[src/pitf_pkg.sv]
// shared types and constants for the section filter table
`timescale 1ns / 1ps

package pitf_pkg;

   // table geometry
   localparam int ENTRIES = 16;
   localparam int IDX_W   = (ENTRIES > 1) ? $clog2(ENTRIES) : 1;
   localparam int CNT_W   = $clog2(ENTRIES + 1);

   // command queue between front and back
   localparam int QDEPTH = 2;
   localparam int QPTR_W = (QDEPTH > 1) ? $clog2(QDEPTH) : 1;
   localparam int QCNT_W = $clog2(QDEPTH + 1);

   // request operation codes
   localparam logic [2:0] OP_ADD   = 3'd0;
   localparam logic [2:0] OP_DEL   = 3'd1;
   localparam logic [2:0] OP_MATCH = 3'd2;
   localparam logic [2:0] OP_ON    = 3'd3;
   localparam logic [2:0] OP_OFF   = 3'd4;

   // result status codes
   localparam logic [1:0] ST_OK        = 2'd0;
   localparam logic [1:0] ST_FULL      = 2'd1;
   localparam logic [1:0] ST_NOT_FOUND = 2'd2;

   typedef struct packed {
      logic [2:0]  operation;
      logic [12:0] stream_id;
      logic [7:0]  table_id;
      logic [7:0]  id_mask;
      logic        keep_when_off;
   } req_type;

   typedef struct packed {
      logic       matched;
      logic [1:0] status;
      logic       filter_on;
      logic [4:0] entry_count;
   } rsp_type;

   typedef struct packed {
      logic        sticky;
      logic [7:0]  id_mask;
      logic [7:0]  table_id;
      logic [12:0] stream_id;
   } entry_type;

   typedef enum logic [2:0] {
      CMD_ADD,
      CMD_DEL,
      CMD_MATCH,
      CMD_ON,
      CMD_OFF,
      CMD_NOP
   } cmd_kind_type;

   typedef struct packed {
      cmd_kind_type kind;
      logic [12:0]  stream_id;
      logic [7:0]   table_id;
      logic [7:0]   id_mask;
      logic         keep_when_off;
   } cmd_type;

   // handshake between front queue and back engine
   typedef struct packed {
      logic    valid;
      cmd_type cmd;
   } cmd_chan_type;

   typedef enum logic {
      BK_RUN,
      BK_PURGE
   } back_state_type;

endpackage

[src/pid_table_id_filter_table_core.sv]
// top level of the section filter table: stream id / table id filter entries
`timescale 1ns / 1ps

// usage
// - requests go in through req_push / req_full with the fields in req_item;
//   an item is taken on a clock edge with req_push high and req_full low
// - every request gives exactly one result on rsp_item, shown while
//   rsp_empty is low and taken on an edge with rsp_pop high
// - csr_we / csr_wdata write the handler-attached bit; write it only while
//   no request is in flight
// - the front decodes each item into a two-deep command queue; the back
//   executes one command per cycle, when not purging and the output is free,
//   against all entries in parallel and holds the result in one output
//   register that refills on the same edge it is popped
// - an item is registered in the command queue, and its result then in the output register
// - throughput: one item per cycle while results are popped, except a switch
//   off that really turns the filter off: it waits while the purge drops each
//   non-sticky entry, then loads its result (the purge shifts out one entry per cycle)
// - a stalled receiver fills the output register, then the queue, and then
//   raises req_full; nothing is dropped
// - reset empties the table, turns the filter off and clears the
//   handler-attached bit; entry storage itself is not cleared
module pid_table_id_filter_table_core (
   input  logic              clock,
   input  logic              reset,
   // request channel
   input  logic              req_push,
   output logic              req_full,
   input  pitf_pkg::req_type req_item,
   // result channel
   output logic              rsp_empty,
   input  logic              rsp_pop,
   output pitf_pkg::rsp_type rsp_item,
   // handler-attached register
   input  logic              csr_we,
   input  logic              csr_wdata
);

   // command path from decode queue to engine
   pitf_pkg::cmd_chan_type cmd_chan;
   logic                   cmd_pop;

   // front: decode and buffer
   pitf_front u_front (
      .clock    (clock),
      .reset    (reset),
      .req_push (req_push),
      .req_full (req_full),
      .req_item (req_item),
      .cmd_out  (cmd_chan),
      .cmd_pop  (cmd_pop)
   );

   // back: table, compare lanes, compaction, result register
   pitf_back u_back (
      .clock     (clock),
      .reset     (reset),
      .csr_we    (csr_we),
      .csr_wdata (csr_wdata),
      .cmd_in    (cmd_chan),
      .cmd_pop   (cmd_pop),
      .rsp_empty (rsp_empty),
      .rsp_pop   (rsp_pop),
      .rsp_item  (rsp_item)
   );

endmodule

[src/pitf_front.sv]
// request decode and command queue feeding the execution engine
`timescale 1ns / 1ps

module pitf_front (
   input  logic                   clock,
   input  logic                   reset,
   input  logic                   req_push,
   output logic                   req_full,
   input  pitf_pkg::req_type      req_item,
   output pitf_pkg::cmd_chan_type cmd_out,
   input  logic                   cmd_pop
);

   pitf_pkg::cmd_type            slot_ff [pitf_pkg::QDEPTH];
   logic [pitf_pkg::QPTR_W-1:0]  wr_ptr_ff, wr_ptr_in;
   logic [pitf_pkg::QPTR_W-1:0]  rd_ptr_ff, rd_ptr_in;
   logic [pitf_pkg::QCNT_W-1:0]  cnt_ff, cnt_in;
   pitf_pkg::cmd_type            decoded;
   logic                         push_ok;
   logic                         pop_ok;

   // classify the operation code
   always_comb begin
      decoded.stream_id     = req_item.stream_id;
      decoded.table_id      = req_item.table_id;
      decoded.id_mask       = req_item.id_mask;
      decoded.keep_when_off = req_item.keep_when_off;
      case (req_item.operation)
         pitf_pkg::OP_ADD:   decoded.kind = pitf_pkg::CMD_ADD;
         pitf_pkg::OP_DEL:   decoded.kind = pitf_pkg::CMD_DEL;
         pitf_pkg::OP_MATCH: decoded.kind = pitf_pkg::CMD_MATCH;
         pitf_pkg::OP_ON:    decoded.kind = pitf_pkg::CMD_ON;
         pitf_pkg::OP_OFF:   decoded.kind = pitf_pkg::CMD_OFF;
         default:            decoded.kind = pitf_pkg::CMD_NOP;
      endcase
   end

   assign req_full      = (cnt_ff == pitf_pkg::QCNT_W'(pitf_pkg::QDEPTH));
   assign push_ok       = req_push && !req_full;
   assign pop_ok        = cmd_pop && cmd_out.valid;
   assign cmd_out.valid = (cnt_ff != '0);
   assign cmd_out.cmd   = slot_ff[rd_ptr_ff];

   always_comb begin
      wr_ptr_in = wr_ptr_ff;
      rd_ptr_in = rd_ptr_ff;
      cnt_in    = cnt_ff;
      if (push_ok) begin
         wr_ptr_in = (wr_ptr_ff == pitf_pkg::QPTR_W'(pitf_pkg::QDEPTH - 1)) ?
                     '0 : wr_ptr_ff + 1'b1;
      end
      if (pop_ok) begin
         rd_ptr_in = (rd_ptr_ff == pitf_pkg::QPTR_W'(pitf_pkg::QDEPTH - 1)) ?
                     '0 : rd_ptr_ff + 1'b1;
      end
      if (push_ok && !pop_ok) begin
         cnt_in = cnt_ff + 1'b1;
      end else if (pop_ok && !push_ok) begin
         cnt_in = cnt_ff - 1'b1;
      end
   end

   always_ff @(posedge clock) begin
      if (reset) begin
         wr_ptr_ff <= '0;
         rd_ptr_ff <= '0;
         cnt_ff    <= '0;
      end else begin
         wr_ptr_ff <= wr_ptr_in;
         rd_ptr_ff <= rd_ptr_in;
         cnt_ff    <= cnt_in;
      end
   end

   always_ff @(posedge clock) begin
      if (push_ok) begin
         slot_ff[wr_ptr_ff] <= decoded;
      end
   end

endmodule

[src/pitf_back.sv]
// execution engine: entry table, parallel compare, compaction and result register
`timescale 1ns / 1ps

module pitf_back (
   input  logic                   clock,
   input  logic                   reset,
   input  logic                   csr_we,
   input  logic                   csr_wdata,
   input  pitf_pkg::cmd_chan_type cmd_in,
   output logic                   cmd_pop,
   output logic                   rsp_empty,
   input  logic                   rsp_pop,
   output pitf_pkg::rsp_type      rsp_item
);

   pitf_pkg::entry_type          entries_ff [pitf_pkg::ENTRIES];
   logic [pitf_pkg::CNT_W-1:0]   count_ff, count_in;
   logic                         on_ff, on_in;
   logic                         handler_ff;
   pitf_pkg::back_state_type     state_ff, state_in;
   logic                         rsp_valid_ff;
   pitf_pkg::rsp_type            rsp_data_ff, rsp_next;
   logic                         rsp_load;

   logic [pitf_pkg::ENTRIES-1:0] lane_valid, del_vec, match_vec, purge_vec;
   logic [pitf_pkg::ENTRIES-1:0] rm_vec, shift_vec;
   logic                         any_rm;
   logic                         out_free;
   logic                         fire;
   logic                         shift_en;
   logic                         append_en;
   logic                         has_room;
   pitf_pkg::cmd_type            cmd;
   pitf_pkg::entry_type          new_entry;

   assign cmd       = cmd_in.cmd;
   assign out_free  = !rsp_valid_ff || rsp_pop;
   assign fire      = (state_ff == pitf_pkg::BK_RUN) && cmd_in.valid && out_free;
   assign has_room  = (count_ff < pitf_pkg::CNT_W'(pitf_pkg::ENTRIES));
   assign rsp_empty = !rsp_valid_ff;
   assign rsp_item  = rsp_data_ff;

   assign new_entry.sticky    = cmd.keep_when_off;
   assign new_entry.id_mask   = cmd.id_mask;
   assign new_entry.table_id  = cmd.table_id;
   assign new_entry.stream_id = cmd.stream_id;

   // per-lane compares against every held entry
   always_comb begin
      for (int i = 0; i < pitf_pkg::ENTRIES; i++) begin
         lane_valid[i] = (pitf_pkg::CNT_W'(i) < count_ff);
         del_vec[i]    = lane_valid[i]
                         && (entries_ff[i].stream_id == cmd.stream_id)
                         && (entries_ff[i].table_id == cmd.table_id)
                         && (entries_ff[i].id_mask == cmd.id_mask);
         match_vec[i]  = lane_valid[i]
                         && (entries_ff[i].stream_id == cmd.stream_id)
                         && (entries_ff[i].table_id ==
                             (cmd.table_id & entries_ff[i].id_mask));
         purge_vec[i]  = lane_valid[i] && !entries_ff[i].sticky;
      end
   end

   // first hit and every slot at or after it moves down one place
   always_comb begin
      rm_vec = (state_ff == pitf_pkg::BK_PURGE) ? purge_vec : del_vec;
      for (int i = 0; i < pitf_pkg::ENTRIES; i++) begin
         shift_vec[i] = |(rm_vec & ((pitf_pkg::ENTRIES'(1) << i) << 1)
                          - pitf_pkg::ENTRIES'(1)) == 1'b0 ? 1'b0 : 1'b1;
      end
      any_rm = |rm_vec;
   end

   // next state
   always_comb begin
      state_in = state_ff;
      case (state_ff)
         pitf_pkg::BK_RUN: begin
            if (fire && (cmd.kind == pitf_pkg::CMD_OFF) && handler_ff && on_ff) begin
               state_in = pitf_pkg::BK_PURGE;
            end
         end
         pitf_pkg::BK_PURGE: begin
            if (!any_rm && out_free) begin
               state_in = pitf_pkg::BK_RUN;
            end
         end
         default: state_in = pitf_pkg::BK_RUN;
      endcase
   end

   // engine outputs
   always_comb begin
      cmd_pop   = 1'b0;
      shift_en  = 1'b0;
      append_en = 1'b0;
      rsp_load  = 1'b0;
      on_in     = on_ff;
      count_in  = count_ff;
      rsp_next  = '0;
      case (state_ff)
         pitf_pkg::BK_RUN: begin
            if (fire) begin
               cmd_pop  = 1'b1;
               rsp_load = 1'b1;
               case (cmd.kind)
                  pitf_pkg::CMD_ADD: begin
                     if (has_room) begin
                        append_en       = 1'b1;
                        count_in        = count_ff + 1'b1;
                        rsp_next.status = pitf_pkg::ST_OK;
                     end else begin
                        rsp_next.status = pitf_pkg::ST_FULL;
                     end
                  end
                  pitf_pkg::CMD_DEL: begin
                     if (any_rm) begin
                        shift_en        = 1'b1;
                        count_in        = count_ff - 1'b1;
                        rsp_next.status = pitf_pkg::ST_OK;
                     end else begin
                        rsp_next.status = pitf_pkg::ST_NOT_FOUND;
                     end
                  end
                  pitf_pkg::CMD_MATCH: begin
                     rsp_next.matched = on_ff && (|match_vec);
                  end
                  pitf_pkg::CMD_ON: begin
                     if (handler_ff) begin
                        on_in = 1'b1;
                     end
                  end
                  pitf_pkg::CMD_OFF: begin
                     // real switch off: result waits for the purge to finish
                     if (handler_ff && on_ff) begin
                        on_in    = 1'b0;
                        rsp_load = 1'b0;
                     end
                  end
                  default: begin
                  end
               endcase
            end
         end
         pitf_pkg::BK_PURGE: begin
            if (any_rm) begin
               shift_en = 1'b1;
               count_in = count_ff - 1'b1;
            end else if (out_free) begin
               rsp_load        = 1'b1;
               rsp_next.status = pitf_pkg::ST_OK;
            end
         end
         default: begin
         end
      endcase
      rsp_next.filter_on   = on_in;
      rsp_next.entry_count = 5'(count_in);
   end

   always_ff @(posedge clock) begin
      if (reset) begin
         state_ff     <= pitf_pkg::BK_RUN;
         count_ff     <= '0;
         on_ff        <= 1'b0;
         handler_ff   <= 1'b0;
         rsp_valid_ff <= 1'b0;
      end else begin
         state_ff <= state_in;
         count_ff <= count_in;
         on_ff    <= on_in;
         if (csr_we) begin
            handler_ff <= csr_wdata;
         end
         if (rsp_load) begin
            rsp_valid_ff <= 1'b1;
         end else if (rsp_pop) begin
            rsp_valid_ff <= 1'b0;
         end
      end
   end

   always_ff @(posedge clock) begin
      if (rsp_load) begin
         rsp_data_ff <= rsp_next;
      end
   end

   always_ff @(posedge clock) begin
      if (append_en) begin
         entries_ff[count_ff[pitf_pkg::IDX_W-1:0]] <= new_entry;
      end else if (shift_en) begin
         for (int i = 0; i < pitf_pkg::ENTRIES - 1; i++) begin
            if (shift_vec[i]) begin
               entries_ff[i] <= entries_ff[i + 1];
            end
         end
      end
   end

   a_count_bound: assert property (@(posedge clock) disable iff (reset)
      count_ff <= pitf_pkg::CNT_W'(pitf_pkg::ENTRIES))
      else $error("entry count beyond table size");

   a_purge_off: assert property (@(posedge clock) disable iff (reset)
      (state_ff == pitf_pkg::BK_PURGE) |-> !on_ff)
      else $error("purge running while filter on");

   a_shift_nonempty: assert property (@(posedge clock) disable iff (reset)
      shift_en |-> (count_ff != '0) && !append_en)
      else $error("removal from empty table");

   a_add_grows: assert property (@(posedge clock) disable iff (reset)
      (fire && (cmd.kind == pitf_pkg::CMD_ADD) && has_room)
      |=> (count_ff == $past(count_ff) + 1'b1))
      else $error("add did not grow the table");

endmodule
[config.mk]
export PLATFORM = sky130hd
export DESIGN_NAME = pid_table_id_filter_table_core
export DESIGN_NICKNAME = d
export VERILOG_FILES = /design/src/pitf_pkg.sv /design/src/pid_table_id_filter_table_core.sv /design/src/pitf_front.sv /design/src/pitf_back.sv
export SDC_FILE = /design/constraint.sdc
export NUM_CORES = 1
export LEC_CHECK = 0
export BUFFER_PORTS_ARGS = -buffer_cell sky130_fd_sc_hd__buf_4
export CELL_PAD_IN_SITES_DETAIL_PLACEMENT = 1
export CELL_PAD_IN_SITES_GLOBAL_PLACEMENT = 1
export CORE_MARGIN = 2
export CORE_UTILIZATION = 53
export CTS_CLUSTER_DIAMETER = 100
export DETAILED_ROUTE_END_ITERATION = 10
export MAX_ROUTING_LAYER = met4
export PLACE_DENSITY_LB_ADDON = 0.15
export SKIP_LAST_GASP = 1
export SYNTH_ARGS = -nofsm -noshare
export SYNTH_HDL_FRONTEND = slang
export SYNTH_HIERARCHICAL = 1
export SYNTH_SLANG_ARGS = --single-unit
[constraint.sdc]
create_clock -name clock -period 4.73 [get_ports clock]
set_input_delay 0.473 -clock clock [delete_from_list [all_inputs] [get_ports clock]]
set_output_delay 0.473 -clock clock [all_outputs]
set_load 0.005 [all_outputs]
==> results of run 1 <==
==> worst paths after layout <==
check,from,end,depth (start not counted)
hold / removal,req_item[21],u_front/slot_ff[1][21],1
setup / recovery,flop,u_back/entries_ff[14][25],14
setup reg to reg,flop,u_back/entries_ff[14][25],14
hold reg to reg,u_back/rsp_valid_ff,u_back/rsp_valid_ff,2
==> layout by cell type (no fill, tap or decap), types with 6 or more instances in the layout <==
cell type / Yosys / routed
edfxtp_1: 555 / 555
xor2_1: 400 / 400
mux2_2: 272 / 272
mux2_1: 203 / 203
buf_4: 38 / 168
nand2_1: 125 / 125
xnor2_1: 124 / 123
nor4_1: 85 / 85
inv_1: 71 / 71
clkbuf_16: 0 / 68
nand4_1: 52 / 52
nor3_1: 38 / 38
nand3_1: 30 / 30
nor2_1: 30 / 29
a21oi_1: 26 / 25
buf_12: 0 / 20
o21ai_0: 19 / 19
clkbuf_1: 51 / 17
o22ai_1: 15 / 15
dfxtp_1: 14 / 14
a211oi_1: 13 / 13
clkinv_1: 0 / 11
clkinv_2: 0 / 11
nor2b_1: 11 / 11
a21o_1: 11 / 11
a22oi_1: 10 / 10
and3_1: 8 / 8
o2111ai_1: 8 / 8
a2111oi_0: 8 / 8
or3_1: 7 / 7
or4_1: 6 / 6
o31ai_1: 6 / 6
nand2b_1: 6 / 6
==> state kept, by name, indices dropped and copies added, names as in the netlist, named ones only <==
| signal | cells |
|---|---|
| u_front/wr_ptr_ff | 1 |
| u_back/state_ff | 1 |
| u_back/on_ff | 1 |
| u_front/slot_ff | 66 |
| u_back/rsp_valid_ff | 1 |
| u_front/rd_ptr_ff | 1 |
| u_back/entries_ff | 480 |
| u_back/handler_ff | 1 |
| u_front/cnt_ff | 2 |
| u_back/count_ff | 5 |
| u_back/rsp_item | 9 |
==> cells by family (layout without fill, tap and decap cells) <==
kind of cell | Yosys count | in the layout | synth area share, %
adders and majority gates | 5 | 5 | 0.1970
other | 0 | 4 | 0
muxes | 476 | 476 | 16.87
buffers and inverters | 259 | 373 | 4.105
xor gates and xnor gates | 524 | 524 | 14.45
DFF | 569 | 569 | 53.36
AOI/OAI and AO/OA | 176 | 176 | 4.062
and+or+nand+nor | 420 | 420 | 6.957
==> critical path: cells and delay by family (launching register included) <==
| kind | cells | cell delay [ns] |
|---|---|---|
| xor+xnor | 1 | 0.20 |
| buf+inv | 5 | 1.31 |
| flops | 1 | 0.33 |
| compound gates | 3 | 0.78 |
| simple gates | 4 | 1.04 |
| mux | 1 | 0.53 |
==> power breakdown <==
part | internal (W) | leakage, nW | total [W] | switching, W
Combinational | 0.00227 | 6.23 | 0.00572 | 0.00345
Sequential | 0.00618 | 5.14 | 0.00629 | 0.000113
Clock | 0.00264 | 0.948 | 0.00474 | 0.00210
==> per-stage QoR <==
| stage | utilization [%] | hold WS [ns] |
|---|---|---|
| final | 59.75 | 0.04057 |
| after global routing | 59.75 | 0.01642 |
| after global placement | 56.44 | 0.4675 |
| after detailed placement | 56.44 | 0.4829 |
| after floorplan | - | 0.4516 |
| after CTS | 59.69 | 0.007177 |
==> layout make-up <==
type / instances / area, µm² / share of cell area [%]
Antenna cell: 4 / 10.01 / 0.02833
Clock buffer: 85 / 1765 / 4.997
Clock inverter: 28 / 156.4 / 0.4427
Inverter: 72 / 270.3 / 0.7650
Multi-Input combinational cell: 1601 / 13550 / 38.36
Sequential cell: 569 / 16950 / 47.97
Tap cell: 773 / 967.2 / 2.738
Timing Repair Buffer: 188 / 1662 / 4.703
==> metal layers <==
metal,vias up,share of wire [%],track usage [%]
li1,9052,-,-
met1,10610,41,41.32
met2,756,48,52.23
met3,229,7.0,6.614
met4,0,4.5,14.61
met5,-,0,-
==> timing repair <==
action / in CTS / in global routing
gates resized for setup: 0 / 1
buffers inserted: 0 / 2
hold buffers: 0 / 0
setup endpoints to repair: 0 / 72
hold endpoints to repair: 0 / 0
==> results.json, run 1 <==
{
  "status": "complete, no violations",
  "cts-buffers-inserted": 67,
  "crit_path_top_delay_cell": "mux2_2",
  "finalSetupTns_ns": 0,
  "synth-edff-count": 555,
  "slew_headroom_pct": 15.90,
  "wl_per_cell_um": 29.89,
  "grt_use_total_pct": 33.04,
  "slowest_delay_ns": 0.53,
  "grt_pass1_vias": 22040,
  "yosysMostFrequentCell": "edfxtp_1",
  "cts_max_level": 3,
  "crit_required_ns": 5.04,
  "chipWidth_um": 248.8,
  "syn_area_um2": 31760,
  "fmaxAchievable_ghz": 0.2196,
  "fillers": 5741,
  "final_nets": 2543,
  "drt_iter0_markers": 1780,
  "setup_slack_ns": 0.1772,
  "cts_max_path_buffers": 3,
  "start_util_pct": 53.71,
  "fin_cells": 3320,
  "dpl.hpwl_um": 71160,
  "io_buffers": 49,
  "grt_max_degree": 36,
  "antenna_left": 0,
  "synth_ff_type": "edfxtp_1",
  "cts_tree": "yes",
  "synth_fp_nets": 2473,
  "synth_top_area_cell": "edfxtp_1",
  "cts.clk_slew.worst_paths_ns": 0.06,
  "netlist_top_cells_count": "555 x edfxtp_1, 400 x xor2_1, 272 x mux2_2",
  "setup_viol": 0,
  "place.gp.congestion": 0.9395,
  "drive_gt1_share_pct": 22.38,
  "die-height_um": 248.8,
  "cap_violations": 0,
  "grt_pass1_wl_um": 147200,
  "avgSynthCellArea_um2": 13.08,
  "place_area_um2": 33370,
  "root_buffer": "clkbuf_16",
  "ios": 50,
  "clock_sinks": 569,
  "power.total_w": 0.01675,
  "ys_ff_latch": 569,
  "num_vias": 20650,
  "grt_remaining_overflow": 0,
  "crit_path_end_kind": "flop",
  "drt_wl_total_um": 99240,
  "final_area_um2": 35330,
  "drtPass1Iterations": 5,
  "yosysSeqAreaShare_pct": 53.36,
  "rows": 89,
  "crit_fanout": 30,
  "finalHoldViolations": 0,
  "worstMarginPinSlew_ns": 1.260,
  "syn_inst": 2429,
  "skew_ns": 0.02721,
  "critical_path_class": "reg2reg",
  "yosys-top-cells-area": "edfxtp_1 52%, xor2_1 11%, mux2_2 9.6%",
  "grt_antenna_before_repair": 5,
  "crit_arrival_ns": 4.86,
  "crit_top_cell": "buf_4",
  "place_ws_ns": 0.1553,
  "routed_via_density": 6.220,
  "ys_types": 73,
  "dieArea_um2": 61900,
  "drc": 0,
  "post-place-cells": 3201,
  "insertion_delay_ns": 0.62,
  "fin_crit_ns": 4.553,
  "rsz0062_at_grt": "false",
  "start_kind": "flop",
  "r2r_slack_ns": 0.18,
  "yosys_warnings": 6,
  "min_path_type": "in2reg",
  "core_um2": 59130,
  "synthArstFlopShare_pct": 0,
  "synth_top_area_share_pct": 52.47,
  "p_per_area_nw_per_um2": 474.3,
  "vdd_ir_drop_max_v": 0.0004244,
  "leakage_nw": 12.32,
  "crit_chain": "buf_4, mux2_2, buf_4, xor2_1, nor4_1, nand4_1, o31ai_1, buf_4, nor4_1, and4_1, a31oi_4, buf_4, a21o_1, buf_12",
  "slew_violations": 0,
  "post-route-period-util_pct": 96.25,
  "area_delta_synth_final_pct": 11.24
}
Note: power is estimated with default switching activity, not from simulation.
==> inputs of run 2 (changes only) <==
CORE_ASPECT_RATIO = 0.6   (was unset)
==> run 2 against run 1 <==
Compared with the run above:
- the run now ends with max-capacitance violations left
- critical path depth decreased by 1
- flip-flop and latch count unchanged
- clock skew decreased by 0.0066 ns
- worst setup slack got worse by 0.10 ns
- maximum frequency decreased by 2.2%
- sequential share of layout area decreased by 0.066 points
- utilization about the same
- clock power decreased by 3%
- via count increased by 2.7%
- first-iteration DRC count increased by 38%
- cell area increased by 0.14%
- combinational power decreased by 1%
- critical endpoint is now u_back/entries_ff[8][21]
- largest power group unchanged
==> results.json, run 2 (synthesized netlist as in run 1, its figures left out) <==
{
  "status": "finished, violations left",
  "failed_checks": "max-capacitance violations",
  "whs_path_depth": 1,
  "start_util_pct": 53.63,
  "power_frac_comb_pct": 34.1,
  "cts_max_path_buffers": 3,
  "hold_ws_ns": 0.02985,
  "antenna_left": 0,
  "post-route-period-util_pct": 98.42,
  "post-place-cells": 3192,
  "drc": 0,
  "cts.clk_slew.worst_paths_ns": 0.07,
  "skew_ns": 0.02064,
  "slew_headroom_pct": 1.822,
  "grt_remaining_overflow": 0,
  "start_kind": "flop",
  "critical_path_class": "reg2reg",
  "power.total_w": 0.01656,
  "setup_viol": 0,
  "place.gp.congestion": 0.9524,
  "rows": 69,
  "area_delta_synth_final_pct": 11.39,
  "root_buffer": "clkbuf_16",
  "dieArea_um2": 61960,
  "place_area_um2": 33340,
  "fin_cells": 3315,
  "leakage_nw": 12.28,
  "io_buffers": 49,
  "grt_pass1_vias": 21550,
  "worstHoldEndpoint": "u_front/slot_ff[0][18]",
  "p_per_area_nw_per_um2": 468.0,
  "p_int_w": 0.01093,
  "drt_wl_total_um": 102900,
  "r2r-end": "u_back/entries_ff[8][21]",
  "top_register": "u_back/entries_ff",
  "cts-buffers-inserted": 56,
  "layout_common_cells": "555 x edfxtp_1, 400 x xor2_1, 269 x mux2_2",
  "min_path_type": "in2reg",
  "largest_reg_flops": 480,
  "p_clk_share_pct": 27.8,
  "finalSetupTns_ns": 0,
  "num_vias": 21200,
  "worst-r2r-cell-count": 13,
  "pwr-share-seq_pct": 38.0,
  "worstMarginPinSlew_ns": 1.459,
  "drtPass1Iterations": 5,
  "clock_sinks": 569,
  "final_area_um2": 35380,
  "fmaxAchievable_ghz": 0.2148,
  "grt_pass1_wl_um": 151200,
  "final_common_cell": "edfxtp_1",
  "slew_violations": 0,
  "crit_path_end_kind": "flop",
  "core_um2": 59220,
  "crit_fanout": 30,
  "drt_iter0_markers": 2451,
  "die-height_um": 193.6,
  "crit_arrival_ns": 4.99,
  "grt_use_total_pct": 34.16,
  "vdd_ir_drop_max_v": 0.0002789,
  "ios": 50,
  "grt_antenna_before_repair": 8,
  "wl_per_cell_um": 31.04,
  "finalHoldViolations": 0,
  "grt_max_degree": 35,
  "switching_share_pct": 33.99,
  "routed_via_density": 6.395,
  "insertion_delay_ns": 0.65,
  "worstHoldStart": "req_item[18]",
  "postCtsSetupRepairBufs": 0,
  "chipWidth_um": 320.0,
  "dpl.hpwl_um": 73580,
  "drive_gt1_share_pct": 21.57,
  "crit_required_ns": 5.06,
  "fin_crit_ns": 4.655,
  "cts_tree": "yes",
  "cts_max_level": 2,
  "switching_power_w": 0.005628,
  "r2r_slack_ns": 0.07,
  "cap_violations": 1,
  "final_nets": 2529
}
-- run 2: cell count changes in the layout (fill, tap and decap cells not counted), sizes merged --
cell	previous run	this run
buf	188	169
clkbuf	85	69
dlygate4sd3	0	16
bufinv	0	6
clkinv	23	26
inv	77	75
diode	4	3
-- run 2: metrics by stage --
step | utilization [%] | setup slack [ns]
2_1_floorplan | - | 0.6440
3_3_place_gp | 56.30 | 0.06898
3_5_place_dp | 56.30 | -0.1241
4_1_cts | 59.67 | 0.07750
5_1_grt | 59.74 | -0.04474
6_report | 59.74 | 0.07479
-- run 2: timing repair --
item,4_1_cts,5_1_grt
gates resized for setup,2,6
pin swaps,0,1
setup endpoints to repair,416,302
gates cloned,0,0
endpoints found under the hold margin,30,0
hold buffers,16,0
-- run 2: critical path, stage by stage (launching register included) --
cell     delay (ns)
dfxtp_1        0.37
buf_4          0.18
mux2_2         0.61
buf_4          0.29
xor2_1         0.18
nor4_1         0.58
nand4_1        0.40
o31ai_1        0.48
nor2_1         0.20
nand3_1        0.22
o21a_1         0.18
buf_4          0.25
a21o_1         0.16
buf_12         0.22
-- run 2: layer usage --
layer  track usage [%]  wire length [µm]
met1             53.95             48720
met4             6.747              1637
met3             6.873             10860
met2             44.90             41670
met5                 -                 0
-- run 2: area by class of cell --
type                       instances  area (µm²)
tap                              781       977.2
timing repair buffer             185        1767
fill                            5691       23850
multi-input combinational       1601       13590
antenna                            3       7.507
clock buffer                      69        1480
clock inverter                    35       342.8
sequential                       569       16950
inverter                          72       270.3
-- run 2: worst max path at each step --
stage	startpoint	to	slack (ns)	depth (start not counted)
after floorplan	flop	u_back/entries_ff[13][0]	0.64	15
after global placement	flop	u_back/entries_ff[10][16]	0.07	14
after detailed placement	flop	u_back/entries_ff[10][26]	-0.12	14
after CTS	flop	u_back/entries_ff[2][24]	0.08	12
after global routing	flop	u_back/entries_ff[2][21]	-0.04	12
final	flop	u_back/entries_ff[8][21]	0.07	13
-- run 2: power groups by stage --
stage	logic [W]	clock network (W)	registers [W]
2_1_floorplan	0.00378	0	0.00635
3_3_place_gp	0.00526	0	0.00639
3_5_place_dp	0.00548	0	0.00640
4_1_cts	0.00556	0.00468	0.00630
5_1_grt	0.00599	0.00486	0.00631
6_report	0.00565	0.00461	0.00630
==> inputs of run 3 (changes only) <==
==> constraint.sdc (replaced) <==
create_clock -name clock -period 4.73 [get_ports clock]
set_input_delay 0.2365 -clock clock [delete_from_list [all_inputs] [get_ports clock]]
set_output_delay 0.2365 -clock clock [all_outputs]
set_load 0.005 [all_outputs]
==> run 3 against run 2 <==
Compared with the run above:
- the flow now finishes without violations
- worst setup slack worse by 0.047 ns
- critical path depth is 1 lower
- clock skew is 0.0017 ns lower
- clock-buffer cell count stayed put
- non-clock buffer count is 28 higher
- sequential share of layout area is 0.41 points lower
==> results.json, run 3 (synthesized netlist as in run 1, its figures left out) <==
{
  "drive_gt1_share_pct": 21.65,
  "cts.clk_slew.worst_paths_ns": 0.07,
  "crit_fanout": 27,
  "crit_path_top_delay_cell": "mux2_2",
  "worst-r2r-cell-count": 12,
  "grt_antenna_before_repair": 5,
  "worstMarginPinSlew_ns": 1.409,
  "whs_path_depth": 6,
  "skew_ns": 0.01890,
  "final_area_um2": 35690,
  "drc": 0,
  "io_buffers": 49,
  "leakage_nw": 12.41,
  "min_path_type": "in2reg",
  "cts_max_path_buffers": 3,
  "layout_common_cells": "555 x edfxtp_1, 400 x xor2_1, 266 x mux2_2",
  "cap_violations": 0,
  "ios": 50,
  "vdd_ir_drop_max_v": 0.0004288,
  "dpl.hpwl_um": 73580,
  "num_vias": 21370,
  "routed_via_density": 6.395,
  "antenna_left": 0,
  "cts-buffers-inserted": 56,
  "fillers": 5656,
  "grt_remaining_overflow": 0,
  "top_register": "u_back/entries_ff",
  "finalHoldViolations": 0,
  "rows": 69,
  "fmaxAchievable_ghz": 0.2127,
  "chipWidth_um": 320.0,
  "r2r_slack_ns": 0.03,
  "die-height_um": 193.6,
  "top_layer_used": "met4",
  "root_buffer": "clkbuf_16",
  "place.gp.congestion": 0.9524,
  "insertion_delay_ns": 0.65,
  "rsz0062_at_grt": "true",
  "slew_violations": 0,
  "slowest_delay_ns": 0.93,
  "status": "complete, no violations",
  "crit_arrival_ns": 5.23,
  "post-place-cells": 3192,
  "start_util_pct": 53.63,
  "grt_max_degree": 35,
  "drt_iter0_markers": 2687,
  "dr_wl_met2_um": 42680,
  "clock_sinks": 569,
  "wl_per_cell_um": 31.16,
  "dieArea_um2": 61960,
  "cts_max_level": 2,
  "slew_headroom_pct": 5.178,
  "final_common_cell": "edfxtp_1",
  "post-route-period-util_pct": 99.42,
  "drtPass1Iterations": 7,
  "fin_crit_ns": 4.702,
  "crit_path_end_kind": "flop",
  "drt_wl_total_um": 104100,
  "area_delta_synth_final_pct": 12.36,
  "crit_required_ns": 5.26,
  "critical_path_class": "reg2reg",
  "crit_top_cell": "nor4_1",
  "worstHoldStart": "req_push",
  "final_nets": 2557,
  "r2r-end": "u_back/rsp_valid_ff",
  "setup_viol": 0,
  "grt_pass1_vias": 21660,
  "grt_pass1_wl_um": 152500,
  "core_um2": 59220,
  "wl_met3_um": 10370,
  "start_kind": "flop",
  "grt_use_total_pct": 34.41,
  "worstHoldEndpoint": "u_front/cnt_ff[0]",
  "p_per_area_nw_per_um2": 466.0,
  "largest_reg_flops": 480,
  "wl_met1_um": 49520,
  "place_area_um2": 33340,
  "fin_cells": 3341,
  "cts_tree": "yes",
  "crit_chain": "buf_12, mux2_2, xor2_1, nor4_1, nand4_1, o31ai_1, nor4_1, and4_1, buf_4, a31oi_1, a21oi_1, dlygate4sd3_1"
}
## run 3: changes by cell type in the layout (fill, tap and decap cells not counted), moves of 2 or more
| cell | previous run | this run |
|---|---|---|
| buf_4 | 142 | 145 |
| diode_2 | 3 | 1 |
| dlygate4sd3_1 | 16 | 41 |
| mux2_2 | 269 | 266 |
| mux2_4 | 3 | 6 |
| nor4_1 | 84 | 81 |
| nor4_2 | 1 | 4 |
## run 3: repair_timing
item	CTS	global route
hold buffers	41	0
pin swaps	0	3
endpoints found under the hold margin	79	0
gates resized for setup	2	14
endpoints found under the setup margin	416	392
buffers inserted	0	3
## run 3: worst max path at each step
| stage | start | endpoint | cells past startpoint |
|---|---|---|---|
| detailed placement | flop | u_back/entries_ff[10][26] | 14 |
| floorplan | flop | u_back/entries_ff[13][0] | 15 |
| finish | flop | u_back/rsp_valid_ff | 12 |
| CTS | flop | u_back/rsp_valid_ff | 13 |
| global route | flop | u_back/rsp_valid_ff | 13 |
| global placement | flop | u_back/entries_ff[10][16] | 14 |
## run 3: area by class of cell
cell class | instances | area, µm² | area share, %
repair buffers | 213 | 2039 | 5.715
inverters | 72 | 270.3 | 0.7573
well taps | 781 | 977.2 | 2.738
multi-input cells | 1601 | 13630 | 38.19
clock buffers | 69 | 1480 | 4.148
flip-flops and latches | 569 | 16950 | 47.49
diodes | 1 | 2.502 | 0.007012
clock inverters | 35 | 342.8 | 0.9607
## run 3: per-stage QoR
stage	power [W]	hold slack [ns]	setup TNS [ns]	utilization [%]	setup slack, ns
after floorplan	0.01014	0.3056	0	-	0.6440
after global placement	0.01165	0.4219	0	56.30	0.06898
after detailed placement	0.01189	0.4256	-21.59	56.30	-0.1241
after CTS	0.01656	0.2819	0	60.09	0.02397
after global routing	0.01720	0.3200	-0.04646	60.25	-0.04646
final	0.01663	0.3212	0	60.25	0.02750
## run 3: worst max-delay path, delay by kind of cell (launching register included)
kind	cells	cell delay, ns
xor+xnor	1	0.18
compound gates	3	0.89
buf+inv	3	0.98
mux	1	0.93
flops	1	0.38
simple gates	4	1.13
## run 3: power by group
part	total, W	internal [W]	switching [W]
clock network	0.00462	0.00255	0.00207
logic	0.00570	0.00222	0.00348
registers	0.00630	0.00618	0.000125
## run 3: layer usage
metal  GRT usage, %  up-vias
li1               -     9071
met1          54.98    11170
met2          45.78     1021
met3          5.598      104
met4          6.208        0
met5              -        -
